## src/sha_pkg.sv

```systemverilog
// Shared types, constants and functions of the SHA-256 stream hasher.
package sha_pkg;

	localparam int unsigned WORD_W  = 32;
	localparam int unsigned BYTE_W  = 8;
	localparam int unsigned NWORDS  = 8;
	localparam int unsigned NROUNDS = 64;
	localparam int unsigned WIN_N   = 16;
	localparam int unsigned FILL_W  = $clog2(NROUNDS);
	localparam int unsigned BLKCNT_W = 64 - 9;

	localparam logic [BYTE_W-1:0] PAD_MARK = 8'h80;
	localparam logic [FILL_W-1:0] LEN_POS  = 6'd56;
	localparam logic [FILL_W-1:0] FILL_TOP = 6'd63;

	typedef logic [WORD_W-1:0] word_t;
	typedef logic [NWORDS-1:0][WORD_W-1:0] word_arr_t;

	localparam word_arr_t H_INIT = {
		32'h5be0cd19, 32'h1f83d9ab, 32'h9b05688c, 32'h510e527f,
		32'ha54ff53a, 32'h3c6ef372, 32'hbb67ae85, 32'h6a09e667};

	localparam word_t ROUND_K [NROUNDS] = '{
		32'h428a2f98, 32'h71374491, 32'hb5c0fbcf, 32'he9b5dba5,
		32'h3956c25b, 32'h59f111f1, 32'h923f82a4, 32'hab1c5ed5,
		32'hd807aa98, 32'h12835b01, 32'h243185be, 32'h550c7dc3,
		32'h72be5d74, 32'h80deb1fe, 32'h9bdc06a7, 32'hc19bf174,
		32'he49b69c1, 32'hefbe4786, 32'h0fc19dc6, 32'h240ca1cc,
		32'h2de92c6f, 32'h4a7484aa, 32'h5cb0a9dc, 32'h76f988da,
		32'h983e5152, 32'ha831c66d, 32'hb00327c8, 32'hbf597fc7,
		32'hc6e00bf3, 32'hd5a79147, 32'h06ca6351, 32'h14292967,
		32'h27b70a85, 32'h2e1b2138, 32'h4d2c6dfc, 32'h53380d13,
		32'h650a7354, 32'h766a0abb, 32'h81c2c92e, 32'h92722c85,
		32'ha2bfe8a1, 32'ha81a664b, 32'hc24b8b70, 32'hc76c51a3,
		32'hd192e819, 32'hd6990624, 32'hf40e3585, 32'h106aa070,
		32'h19a4c116, 32'h1e376c08, 32'h2748774c, 32'h34b0bcb5,
		32'h391c0cb3, 32'h4ed8aa4a, 32'h5b9cca4f, 32'h682e6ff3,
		32'h748f82ee, 32'h78a5636f, 32'h84c87814, 32'h8cc70208,
		32'h90befffa, 32'ha4506ceb, 32'hbef9a3f7, 32'hc67178f2};

	// Sequencer states
	typedef enum logic [2:0] {
		ST_IDLE,
		ST_ROUND,
		ST_ADD,
		ST_PAD,
		ST_EMIT
	} state_t;

	// Padding phases
	typedef enum logic [1:0] {
		PH_MARK,
		PH_ZERO,
		PH_LEN
	} pad_phase_t;

	// Control of the message window
	typedef struct packed {
		logic              push;
		logic [BYTE_W-1:0] byte_v;
		logic              step;
	} msg_ctrl_t;

	// Control of the round unit
	typedef struct packed {
		logic              load;
		logic              step;
		logic              add;
		logic              init;
		logic [FILL_W-1:0] round;
	} rnd_ctrl_t;

	function automatic word_t ror32(input word_t x, input int unsigned n);
		return (x >> n) | (x << (WORD_W - n));
	endfunction

	function automatic word_t big_sig0(input word_t x);
		return ror32(x, 2) ^ ror32(x, 13) ^ ror32(x, 22);
	endfunction

	function automatic word_t big_sig1(input word_t x);
		return ror32(x, 6) ^ ror32(x, 11) ^ ror32(x, 25);
	endfunction

	function automatic word_t sml_sig0(input word_t x);
		return ror32(x, 7) ^ ror32(x, 18) ^ (x >> 3);
	endfunction

	function automatic word_t sml_sig1(input word_t x);
		return ror32(x, 17) ^ ror32(x, 19) ^ (x >> 10);
	endfunction

endpackage

```

## src/sha_msg_if.sv

```systemverilog
// Request channel of the hasher: one absorb or finish request per handshake.
interface sha_msg_if;
	logic       valid;
	logic       ready;
	logic       action;
	logic [7:0] data_byte;

	modport source (output valid, output action, output data_byte, input ready);
	modport sink   (input valid, input action, input data_byte, output ready);
endinterface

```

## src/sha_dig_if.sv

```systemverilog
// Digest channel of the hasher: one 32-bit digest word per handshake.
interface sha_dig_if;
	logic        valid;
	logic        ready;
	logic [31:0] digest_word;
	logic [2:0]  word_index;
	logic        last_word;

	modport source (output valid, output digest_word, output word_index,
		output last_word, input ready);
	modport sink   (input valid, input digest_word, input word_index,
		input last_word, output ready);
endinterface

```

## src/sha256_stream_hasher_top.sv

```systemverilog
// Top level of the SHA-256 stream hasher: request handling and sequencer.
//
// Requests arrive on msg: action 0 absorbs data_byte, action 1 ends the
// message. Digest words leave on digest, word 0 first, last_word on word 7.
// The 64th byte of a block also starts the compression, which runs all
// rounds on the single round unit and then folds the result into the
// chain. msg.ready is low while a block is compressed, while padding runs
// and while the digest is delivered. A finish pushes one pad byte per
// cycle while no block is compressed (0x80, zeros, eight length bytes,
// with an idle step before the length) through the same path, with one or
// two compressions depending on the fill. The eight digest words then go
// out one per cycle while digest.ready is high. A stalled receiver holds
// the current word; nothing else moves meanwhile.
// After word 7 is taken the chain, byte count and bit count return to
// their initial values and msg.ready rises again.
// Reset sets the initial hash value, clears the counts and leaves the
// block buffer contents undefined; the block is ready right after reset.
module sha256_stream_hasher_top import sha_pkg::*; (
	input  logic clk,
	input  logic arst_n,
	sha_msg_if.sink   msg,
	sha_dig_if.source digest
);

	state_t            state_q, state_nxt;
	pad_phase_t        phase_q, phase_nxt;
	logic [FILL_W-1:0] fill_q;
	logic [FILL_W-1:0] round_q;
	logic [BLKCNT_W-1:0] blocks_q;
	logic [63:0]       len_q;
	logic [2:0]        len_cnt_q;
	logic [2:0]        word_idx_q;
	logic              pad_done_q;
	logic              pad_active_q;

	msg_ctrl_t         mctl;
	rnd_ctrl_t         rctl;
	word_t             w_word;
	word_arr_t         chain;
	logic              start_pad;
	logic              len_push;
	logic              emit_done;

	sha_msg u_msg (
		.clk    (clk),
		.ctrl   (mctl),
		.w_word (w_word)
	);

	sha_round u_round (
		.clk    (clk),
		.arst_n (arst_n),
		.ctrl   (rctl),
		.w_word (w_word),
		.chain  (chain)
	);

	// Next state and strobes
	always_comb begin
		state_nxt   = state_q;
		phase_nxt   = phase_q;
		mctl.push   = 1'b0;
		mctl.byte_v = msg.data_byte;
		mctl.step   = 1'b0;
		rctl.load   = 1'b0;
		rctl.step   = 1'b0;
		rctl.add    = 1'b0;
		rctl.init   = 1'b0;
		rctl.round  = round_q;
		msg.ready   = 1'b0;
		start_pad   = 1'b0;
		len_push    = 1'b0;
		emit_done   = 1'b0;
		unique case (state_q)
			ST_IDLE: begin
				msg.ready = 1'b1;
				if (msg.valid) begin
					if (msg.action) begin
						start_pad = 1'b1;
						phase_nxt = PH_MARK;
						state_nxt = ST_PAD;
					end else begin
						mctl.push = 1'b1;
					end
				end
			end
			ST_PAD: begin
				unique case (phase_q)
					PH_MARK: begin
						mctl.push   = 1'b1;
						mctl.byte_v = PAD_MARK;
						phase_nxt   = PH_ZERO;
					end
					PH_ZERO: begin
						if (fill_q == LEN_POS) begin
							phase_nxt = PH_LEN;
						end else begin
							mctl.push   = 1'b1;
							mctl.byte_v = '0;
						end
					end
					PH_LEN: begin
						mctl.push   = 1'b1;
						mctl.byte_v = len_q[63 -: BYTE_W];
						len_push    = 1'b1;
					end
					default: begin
						phase_nxt = PH_MARK;
					end
				endcase
			end
			ST_ROUND: begin
				mctl.step = 1'b1;
				rctl.step = 1'b1;
				if (round_q == FILL_W'(NROUNDS - 1)) begin
					state_nxt = ST_ADD;
				end
			end
			ST_ADD: begin
				rctl.add = 1'b1;
				if (pad_done_q) begin
					state_nxt = ST_EMIT;
				end else if (pad_active_q) begin
					state_nxt = ST_PAD;
				end else begin
					state_nxt = ST_IDLE;
				end
			end
			ST_EMIT: begin
				if (digest.ready && word_idx_q == 3'(NWORDS - 1)) begin
					emit_done = 1'b1;
					rctl.init = 1'b1;
					state_nxt = ST_IDLE;
				end
			end
			default: begin
				state_nxt = ST_IDLE;
			end
		endcase
		// A full buffer starts a compression
		if (mctl.push && fill_q == FILL_TOP) begin
			rctl.load = 1'b1;
			state_nxt = ST_ROUND;
		end
	end

	// Sequencer and counters
	always_ff @(posedge clk or negedge arst_n) begin
		if (!arst_n) begin
			state_q      <= ST_IDLE;
			phase_q      <= PH_MARK;
			fill_q       <= '0;
			round_q      <= '0;
			blocks_q     <= '0;
			len_cnt_q    <= '0;
			word_idx_q   <= '0;
			pad_done_q   <= 1'b0;
			pad_active_q <= 1'b0;
		end else begin
			state_q <= state_nxt;
			phase_q <= phase_nxt;
			if (mctl.push) begin
				fill_q <= fill_q + 1'b1;
			end
			if (rctl.step) begin
				round_q <= round_q + 1'b1;
			end
			if (rctl.add) begin
				blocks_q <= blocks_q + 1'b1;
			end
			if (start_pad) begin
				pad_active_q <= 1'b1;
				len_cnt_q    <= '0;
			end
			if (len_push) begin
				len_cnt_q <= len_cnt_q + 1'b1;
				if (len_cnt_q == 3'd7) begin
					pad_done_q <= 1'b1;
				end
			end
			// Advance the digest word on each taken request
			if (state_q == ST_EMIT && digest.ready) begin
				word_idx_q <= word_idx_q + 1'b1;
			end
			if (emit_done) begin
				blocks_q     <= '0;
				pad_done_q   <= 1'b0;
				pad_active_q <= 1'b0;
			end
		end
	end

	// Capture the message length, then shift out one byte per length push
	always_ff @(posedge clk) begin
		if (start_pad) begin
			len_q <= {blocks_q, fill_q, 3'b000};
		end else if (len_push) begin
			len_q <= {len_q[63-BYTE_W:0], BYTE_W'(0)};
		end
	end

	assign digest.valid       = (state_q == ST_EMIT);
	assign digest.digest_word = chain[word_idx_q];
	assign digest.word_index  = word_idx_q;
	assign digest.last_word   = (word_idx_q == 3'(NWORDS - 1));

	// The round counter wraps into the fold cycle
	a_round_end: assert property (@(posedge clk) disable iff (!arst_n)
		(state_q == ST_ROUND && round_q == FILL_W'(NROUNDS - 1)) |=> state_q == ST_ADD)
		else $error("round sequence did not end in the chain fold");

	// A compression always starts at round zero
	a_round_start: assert property (@(posedge clk) disable iff (!arst_n)
		rctl.load |=> (state_q == ST_ROUND && round_q == '0))
		else $error("compression did not start at round zero");

	// Digest words only after the length is fully padded in
	a_emit_padded: assert property (@(posedge clk) disable iff (!arst_n)
		digest.valid |-> (pad_done_q && fill_q == '0))
		else $error("digest offered before padding completed");

	// A finished digest leaves the counts cleared
	a_emit_clear: assert property (@(posedge clk) disable iff (!arst_n)
		emit_done |=> (blocks_q == '0 && !pad_active_q && word_idx_q == '0))
		else $error("state not cleared after digest");

endmodule

```

## src/sha_msg.sv

```systemverilog
// Block buffer and message schedule window, one shift register for both.
module sha_msg import sha_pkg::*; (
	input  logic      clk,
	input  msg_ctrl_t ctrl,
	output word_t     w_word
);

	word_t win_q [WIN_N];
	word_t w_new;

	// Next schedule word from the sliding window
	assign w_new  = sml_sig1(win_q[14]) + win_q[9] + sml_sig0(win_q[1]) + win_q[0];
	assign w_word = win_q[0];

	// Shift in a byte while filling, shift a word per round while compressing
	always_ff @(posedge clk) begin
		if (ctrl.push) begin
			for (int i = 0; i < WIN_N - 1; i++) begin
				win_q[i] <= {win_q[i][WORD_W-BYTE_W-1:0], win_q[i+1][WORD_W-1 -: BYTE_W]};
			end
			win_q[WIN_N-1] <= {win_q[WIN_N-1][WORD_W-BYTE_W-1:0], ctrl.byte_v};
		end else if (ctrl.step) begin
			for (int i = 0; i < WIN_N - 1; i++) begin
				win_q[i] <= win_q[i+1];
			end
			win_q[WIN_N-1] <= w_new;
		end
	end

endmodule

```

## src/sha_round.sv

```systemverilog
// Shared round unit: working variables and the chain value.
module sha_round import sha_pkg::*; (
	input  logic      clk,
	input  logic      arst_n,
	input  rnd_ctrl_t ctrl,
	input  word_t     w_word,
	output word_arr_t chain
);

	word_arr_t chain_q;
	word_arr_t v_q;
	word_t     t1;
	word_t     t2;
	word_t     ch;
	word_t     maj;

	// One compression round
	always_comb begin
		ch  = (v_q[4] & v_q[5]) ^ (~v_q[4] & v_q[6]);
		maj = (v_q[0] & v_q[1]) ^ (v_q[0] & v_q[2]) ^ (v_q[1] & v_q[2]);
		t1  = v_q[7] + big_sig1(v_q[4]) + ch + ROUND_K[ctrl.round] + w_word;
		t2  = big_sig0(v_q[0]) + maj;
	end

	// Load from chain, then rotate the working variables each round
	always_ff @(posedge clk) begin
		if (ctrl.load) begin
			v_q <= chain_q;
		end else if (ctrl.step) begin
			v_q[7] <= v_q[6];
			v_q[6] <= v_q[5];
			v_q[5] <= v_q[4];
			v_q[4] <= v_q[3] + t1;
			v_q[3] <= v_q[2];
			v_q[2] <= v_q[1];
			v_q[1] <= v_q[0];
			v_q[0] <= t1 + t2;
		end
	end

	// Fold the block result into the chain; restart after a digest
	always_ff @(posedge clk or negedge arst_n) begin
		if (!arst_n) begin
			chain_q <= H_INIT;
		end else if (ctrl.init) begin
			chain_q <= H_INIT;
		end else if (ctrl.add) begin
			for (int i = 0; i < NWORDS; i++) begin
				chain_q[i] <= chain_q[i] + v_q[i];
			end
		end
	end

	assign chain = chain_q;

endmodule

```

## src/flat_wrapper.sv

```systemverilog
// flat-port wrapper written by rule: the top's interface ports become plain ports
module sha256_stream_hasher_top_flat import sha_pkg::*;
  (clk, arst_n, msg_valid, msg_action, msg_data_byte, msg_ready, digest_valid, digest_digest_word, digest_word_index, digest_last_word, digest_ready);
  sha_msg_if msg_i ();
  sha_dig_if digest_i ();
  input  logic clk;
  input  logic arst_n;
  input wire logic [$bits(msg_i.valid)-1:0] msg_valid;
  input wire logic [$bits(msg_i.action)-1:0] msg_action;
  input wire logic [$bits(msg_i.data_byte)-1:0] msg_data_byte;
  output wire logic [$bits(msg_i.ready)-1:0] msg_ready;
  output wire logic [$bits(digest_i.valid)-1:0] digest_valid;
  output wire logic [$bits(digest_i.digest_word)-1:0] digest_digest_word;
  output wire logic [$bits(digest_i.word_index)-1:0] digest_word_index;
  output wire logic [$bits(digest_i.last_word)-1:0] digest_last_word;
  input wire logic [$bits(digest_i.ready)-1:0] digest_ready;
  assign msg_i.valid = msg_valid;
  assign msg_i.action = msg_action;
  assign msg_i.data_byte = msg_data_byte;
  assign msg_ready = msg_i.ready;
  assign digest_valid = digest_i.valid;
  assign digest_digest_word = digest_i.digest_word;
  assign digest_word_index = digest_i.word_index;
  assign digest_last_word = digest_i.last_word;
  assign digest_i.ready = digest_ready;
  sha256_stream_hasher_top u_core (.clk(clk), .arst_n(arst_n), .msg(msg_i), .digest(digest_i));
endmodule
```

## config.mk

```make
export PLATFORM = sky130hd
export DESIGN_NAME = sha256_stream_hasher_top_flat
export DESIGN_NICKNAME = d
export VERILOG_FILES = /design/src/sha_pkg.sv /design/src/sha_msg_if.sv /design/src/sha_dig_if.sv /design/src/sha256_stream_hasher_top.sv /design/src/sha_msg.sv /design/src/sha_round.sv /design/src/flat_wrapper.sv
export SDC_FILE = /design/constraint.sdc
export NUM_CORES = 2
export LEC_CHECK = 0
export ABC_CLOCK_PERIOD_IN_PS = 29300
export BUFFER_PORTS_ARGS = -buffer_cell sky130_fd_sc_hd__clkbuf_2
export CAP_MARGIN = 20
export CORE_ASPECT_RATIO = 1.75
export CORE_MARGIN = 4
export CORE_UTILIZATION = 65
export CTS_CLUSTER_DIAMETER = 120
export CTS_CLUSTER_SIZE = 28
export DETAILED_ROUTE_END_ITERATION = 12
export PLACE_DENSITY_LB_ADDON = 0.15
export REMOVE_ABC_BUFFERS = 1
export SYNTH_ARGS = -nofsm -noshare
export SYNTH_HDL_FRONTEND = slang
export SYNTH_SLANG_ARGS = --single-unit
```

## constraint.sdc

```tcl
create_clock -name clk -period 29.3 [get_ports clk]
set_input_delay 2.93 -clock clk [delete_from_list [all_inputs] [get_ports clk]]
set_output_delay 2.93 -clock clk [all_outputs]
set_load 0.01 [all_outputs]
```

==> flow_summary.toml <==
[global_routing]
grt_max_degree = 209
first_global_vias = 63400
grt_util_met2_pct = 69.2
grt_pass1_wl_mm = 378
antenna_found_initial = 3
grt-ovfl-total = 0
busiest_layer = "met2"
use_met1_pct = 41.3
grt_usage_pct = 39.5
grtUsageMet3_pct = 4.58

[timing]
tightest_slew_ns = 1.31
finalSetupViolations = 0
skew_ns = 0.0392
hold_violations = 0
rsz0062_at_grt = "false"
period_share_pct = 35.4
setup-tns-final_ns = 0
fmax_ghz = 0.0963
period_needed_ns = 10.39
slew_violations = 0
slew_headroom_pct = 12.0
holdWs_ns = 0.508

[drt]
drtIter0Drc = 5425
via_count = 63200
drt_pass1_iterations = 6
wirelength_mm = 253
vias_per_cell = 6.41
drc = 0
detail-route-antenna-nets = 0
wl_per_cell_um = 25.7

[worst_setup_path]
cp_slowest_cell = "dfrtp_1"
crit_fanout = 16
crit_top_cell = "o21ai_0"
criticalPathCategory = "reg -> reg"
crit_family = "compound AO/OA/AOI/OAI gates"
crit_path_start_kind = "register"
cpPeakStageDelay_ns = 0.76
cp.required_ns = 29.75
end_kind = "register"
crit_arrival_ns = 10.83
crit_buf_inv = 4

[clock_tree]
cts_hold_buf = 0
cts-root-buf = "clkbuf_16"
cts_tree = "built"
cts.sinks = 1165
clk_latency_ns = 0.72
cts_buffer_depth = 3
postCtsSetupBuffers = 0
cts_resized = 0
cts_max_level = 2
cts_buffers = 48
clk_pin_slew_ns = 0.12

[placed_design]
dp_hpwl_mm = 189
place.port_buffers = 50
gp_congestion = 1.07
placed_area_sq_mm = 0.0794

[floorplan]
io_pins = 51
core_sq_mm = 0.120
rows = 168
die_w_um = 270
dieArea_sq_mm = 0.126
fp.dieH_um = 467
start_util_pct = 65.4

[yosys]
syn_area_sq_mm = 0.0782
synthTopCellsByArea = "edfxtp_1 32%, nand2_1 12%, dfrtp_1 6.4%, ha_1 6.3%, fa_1 5.0%"
synth_edf_count = 829
yosys_most_used_dff = "edfxtp_1"
avgSynthCellArea_sq_um = 9.13
synth.distinct_cells = 88
ys_seq_elements = 1165
synth_common_cells = "2500 x nand2_1, 829 x edfxtp_1, 513 x o21ai_0"
ys_warn_count = 0
netlist.area_leader.share_pct = 31.8
synth_most_common_cell = "nand2_1"
synthArstFlopShare_pct = 28.8
ys_seq_area_share_pct = 42.8
syn_inst = 8570
synth_top_area_cell = "edfxtp_1"

[finish]
fillers = 9674
finalInstanceArea_sq_mm = 0.0809
area_growth_pct = 3.45
num-nets-final = 8893
drive_above_1_share_pct = 6.09

[run_status]
outcome = "finished clean"

[run]
maxCapViolCount = 0

[worst_hold_path]
min_path_type = "reg -> reg"
-- metal layers --
metal	part of all wire (%)	up-vias	routed length [um]
li1	-	28800	-
met1	33	30800	82500
met3	5.8	972	14800
met5	0.0051	-	13
met2	50	2694	126000
met4	12	2	30300
-- layout make-up --
type | instances | area [sq um] | area share, %
Clock inverter | 5 | 106 | 0.131
Tap cell | 1530 | 1910 | 2.37
Inverter | 388 | 1460 | 1.80
Timing Repair Buffer | 137 | 976 | 1.21
Clock buffer | 85 | 1360 | 1.68
Multi-Input combinational cell | 6548 | 41600 | 51.4
Antenna cell | 2 | 5.00 | 0.00618
Sequential cell | 1165 | 33500 | 41.4
-- stage by stage --
| stage | cells | util [%] | worst slack (ns) |
|---|---|---|---|
| final | 9860 | 67.7 | 18.91 |
| after global routing | 9859 | 67.7 | 18.44 |
| after CTS | 9855 | 67.6 | 18.96 |
| after detailed placement | 9765 | 66.4 | 19.00 |
| after global placement | 9765 | 66.4 | 19.03 |
| after floorplan | 8101 | - | 6.01 |
-- path summary, 6_finish.rpt --
path	start	to	slack [ns]	cells after the start
worst min-delay path	u_core.fill_q[5]	u_core.fill_q[5]	0.51	1
max in group asynchronous	arst_n	u_core.blocks_q[20]	24.21	4
min in group asynchronous	arst_n	u_core.u_round.chain[94]	2.24	1
worst max register to register	u_core.round_q[1]	u_core.u_round.v_q[28]	18.91	32
worst min register to register	u_core.fill_q[5]	u_core.fill_q[5]	0.51	1
worst max-delay path	u_core.round_q[1]	u_core.u_round.v_q[28]	18.91	32
-- cells by family after synthesis --
kind of cell | share of synthesized area (%)
AO/OA/AOI/OAI | 13.3
flip-flops | 42.8
buffers and inverters | 4.13
adder cells (fa/ha/maj) | 11.4
XOR/XNOR | 6.84
multiplexers | 3.03
AND/OR/NAND/NOR | 18.6
-- state kept, by name (all words and copies together) (netlist names) --
| name | cells |
|---|---|
| u_core.pad_active_q | 1 |
| u_core.phase_q | 2 |
| u_core.len_q | 61 |
| u_core.u_round.chain | 256 |
| u_core.state_q | 3 |
| u_core.len_cnt_q | 3 |
| u_core.round_q | 6 |
| u_core.digest.word_index | 3 |
| u_core.u_round.v_q | 256 |
| u_core.fill_q | 6 |
| u_core.blocks_q | 55 |
| u_core.pad_done_q | 1 |
| u_core.u_msg.win_q | 512 |
-- cell usage in the layout (no fill, tap or decap), types with 186 or more instances in the layout --
master / n
nand2_1: 2495
ha_1: 397
xnor2_1: 356
xor2_1: 255
inv_1: 382
a21o_1: 186
a21oi_1: 487
nor2_1: 369
edfxtp_1: 829
dfrtp_1: 195
fa_1: 195
o21ai_0: 512
Power is not shown: default switching activity piles up to over one toggle a cycle in this logic, so the estimate is an artifact.
